===== src/hw/rtl/bpa_ram.sv =====
// Generic single-write, single-read RAM with registered read data.
`default_nettype none

module bpa_ram #(
  parameter int WIDTH = 32,
  parameter int DEPTH = 128
) (
  input  wire logic                                 clk,
  input  wire logic                                 wr_en,
  input  wire logic [(DEPTH > 1 ? $clog2(DEPTH) : 1)-1:0] wr_addr,
  input  wire logic [WIDTH-1:0]                     wr_data,
  input  wire logic                                 rd_en,
  input  wire logic [(DEPTH > 1 ? $clog2(DEPTH) : 1)-1:0] rd_addr,
  output logic      [WIDTH-1:0]                     rd_data
);

  logic [WIDTH-1:0] mem [DEPTH];

  // Write port and registered read port
  always_ff @(posedge clk) begin
    if (wr_en) begin
      mem[wr_addr] <= wr_data;
    end
    if (rd_en) begin
      rd_data <= mem[rd_addr];
    end
  end

endmodule

`default_nettype wire


===== config.mk =====
export PLATFORM = sky130hd
export DESIGN_NAME = bpa_ram
export DESIGN_NICKNAME = d
export VERILOG_FILES = /design/src/hw/rtl/bpa_ram.sv
export SDC_FILE = /design/constraint.sdc
export NUM_CORES = 2
export LEC_CHECK = 0
export ABC_AREA = 1
export BUFFER_PORTS_ARGS = -buffer_cell sky130_fd_sc_hd__buf_4
export CAP_MARGIN = 5
export CORE_ASPECT_RATIO = 1.4
export CORE_MARGIN = 1
export CORE_UTILIZATION = 50
export CTS_BUF_LIST = sky130_fd_sc_hd__clkbuf_8
export DETAILED_ROUTE_END_ITERATION = 10
export MAX_ROUTING_LAYER = met4
export PLACE_DENSITY = 0.76
export RECOVER_POWER = 100
export SETUP_SLACK_MARGIN = 0.3
export SYNTH_ARGS = -nofsm -noshare
export SYNTH_HDL_FRONTEND = slang
export SYNTH_SLANG_ARGS = --single-unit

===== constraint.sdc =====
create_clock -name clk -period 2.47 [get_ports clk]
set_input_delay 0.247 -clock clk [delete_from_list [all_inputs] [get_ports clk]]
set_output_delay 0.247 -clock clk [all_outputs]
set_load 0.02 [all_outputs]

==> results.json <==
{
  "ys_types": 14,
  "root_buffer": "clkbuf_8",
  "finalSetupViolCount": 42,
  "grtUsageMet1": 0.3564,
  "ys.flop_type": "edfxtp_1",
  "ir_drop_mv": 0.4581,
  "skew_ps": 62.54,
  "synth.area.top_cells": "edfxtp_1 75%, nand3_1 12%, nand2_1 9.4%",
  "drtIter0Drc": 16450,
  "grt_setup_unrepaired": "true",
  "netlist.area_leader.share": 0.7515,
  "seq_area_frac_synth": 0.7515,
  "powerDensity_mw_per_mm2": 732.4,
  "worst_pin_slew_ps": 2303,
  "regArea_sq_mm": 0.1240,
  "die_x_um": 487.4,
  "cts.clk_slew.worst_paths_ps": 70,
  "hold_violations": 0,
  "syn_to_final_growth_pct": 12.84,
  "max-cap-violations": 25,
  "cp-end-kind": "flip-flop",
  "clkLatencyLatePin_ps": 1100,
  "final_net_count": 14110,
  "busiest_layer": "met2",
  "die_h_um": 681.6,
  "status": "finished, violations left",
  "fmax_mhz": 398.7,
  "io_pins": 81,
  "post-route-period-util": 1.015,
  "use_met2": 0.4633,
  "synthesis.nets": 13440,
  "synth_edf_count": 4128,
  "post-synth-top-count-cell": "nand2_1",
  "cts_buffer_depth": 4,
  "cp-start-kind": "input pin",
  "grt_pass1_wl_um": 701900,
  "synthArstFlopShare": 0,
  "hp-class": "in -> reg",
  "post_drt_wl_per_cell_um": 25.63,
  "cts_tree": "done",
  "drive_gt1_frac": 0.1129,
  "min_period_ps": 2508,
  "violations": "max-capacitance violations, max-slew violations, negative setup slack",
  "syn-cell-area_sq_mm": 0.1650,
  "dp.final_hpwl_um": 288000,
  "netlist_top_cells_count": "4151 x nand2_1, 4128 x edfxtp_1, 4035 x nand3_1, 602 x buf_2, 134 x nor2_1",
  "route.antenna.remaining_nets": 0,
  "grt_antenna_before_repair": 28,
  "syn_inst": 13390,
  "multiInputGateArea_sq_mm": 0.03696,
  "dp_cells": 17830,
  "criticalPathCategory": "in -> reg",
  "grt_pass1_vias": 110100,
  "core_area_sq_mm": 0.3284,
  "fill_cells": 25190,
  "gp_congestion": 0.9174,
  "critPathRequiredTime_ps": 3130,
  "place_ws_ps": -611.0,
  "start_util": 0.5023,
  "grt_max_degree": 129,
  "instances_no_fill": 18880,
  "maxSlewViolCount": 1687,
  "ys_ff_latch": 4128,
  "finalWorstSetupSlack_ps": -38.01,
  "max-slew-margin-rel": -0.5350,
  "track_usage": 0.2955,
  "synth_top_area_cell": "edfxtp_1",
  "cts_sinks": 4128,
  "p_leak_uw": 0.06563,
  "ys_warn_count": 0,
  "worstPathMaxFanout": 32,
  "use_met3": 0.05577,
  "vias_per_cell": 6.057,
  "die-area_sq_mm": 0.3322,
  "htree_levels": 6,
  "cp.arrival_ps": 3160,
  "io_buffer_count": 80,
  "cts_made_buffers": 566,
  "syn_area_per_cell_sq_um": 12.32,
  "dr.pass1.iters": 8,
  "routed_wl_um": 484000,
  "drcViolationCount": 0,
  "num_rows": 249,
  "grt_overflow_total": 0,
  "num_vias": 114400
}
==> cells by family after synthesis <==
logic type / Yosys count / synth area share
DFF: 4128 / 0.7515
buffers and inverters: 933 / 0.02835
and+or+nand+nor: 8328 / 0.2202
==> path summary, 6_finish.rpt <==
check | start | endpoint | slack (ps) | cells past startpoint
hold / removal | rd_addr[4] | rd_data[3] | 110 | 6
hold reg to reg | mem[40][10] | rd_data[10] | 1020 | 8
setup reg to reg | mem[51][6] | rd_data[6] | 50 | 8
setup / recovery | wr_addr[2] | mem[114][2] | -40 | 7
==> what timing repair did <==
action / 4_1_cts / 5_1_grt
hold buffers: 50 / 0
buffers inserted: 0 / 2
pin swaps: 0 / 1
setup endpoints to repair: 21 / 107
endpoints found under the hold margin: 4114 / 0
gates resized for setup: 21 / 6
==> layout by cell type, fill, tap and decap left out, drive strengths merged <==
| master | Yosys | final |
|---|---|---|
| dlygate4sd3 | 0 | 49 |
| buf | 800 | 660 |
| nor2 | 134 | 134 |
| nand3 | 4035 | 4035 |
| diode | 0 | 23 |
| nand2 | 4151 | 4151 |
| bufinv | 0 | 15 |
| edfxtp | 4128 | 4128 |
| clkbuf | 109 | 887 |
| clkinvlp | 0 | 18 |
| clkdlybuf4s25 | 0 | 1 |
| inv | 24 | 172 |
| clkinv | 0 | 211 |
| nor3 | 8 | 8 |
==> metal layers <==
metal,up-vias,share of wire
li1,49380,-
met1,54950,0.34
met2,8384,0.47
met3,1674,0.13
met4,0,0.067
met5,-,0
==> worst max-delay path: stages <==
cell and delay, ps:
buf_4 140, dlygate4sd3_1 670, nor3_1 340, nand2_2 120, clkbuf_4 390, nor2_4 170, clkbuf_2 1010
==> final cells by class <==
cell class	instances	share of cell area
Inverter	24	0.0007663
Timing Repair Buffer	1009	0.05027
Clock inverter	392	0.01114
Antenna cell	23	0.0003092
Clock buffer	588	0.04348
Sequential cell	4128	0.6659
Tap cell	4392	0.02952
Multi-Input combinational cell	8328	0.1986
==> per-stage QoR <==
| stage | TNS, ps | utilization | hold slack (ps) | cell area, sq um | total power, uW |
|---|---|---|---|---|---|
| after floorplan | -515120 | - | 345.9 | 165000 | 83690 |
| after global placement | -7659 | 0.5429 | 522.1 | 178300 | 88720 |
| after detailed placement | -8788 | 0.5429 | 526.3 | 178300 | 88940 |
| after CTS | 0 | 0.5756 | 1.365 | 189000 | 136500 |
| after global routing | 0 | 0.5668 | 89.18 | 186100 | 139700 |
| final | -602.1 | 0.5669 | 105.3 | 186100 | 136300 |
==> registers in the layout, summed over array words and instances (netlist names) <==
register,cells
mem,4096
rd_data,32
==> where the power goes <==
group	leakage (uW)	switching [uW]	internal (uW)
Combinational	0.0228	7150	2770
Sequential	0.0371	208	77500
Clock	0.00571	25100	23700
Total	0.0656	32400	104000
No activity file was read; power rests on OpenSTA's default activity.
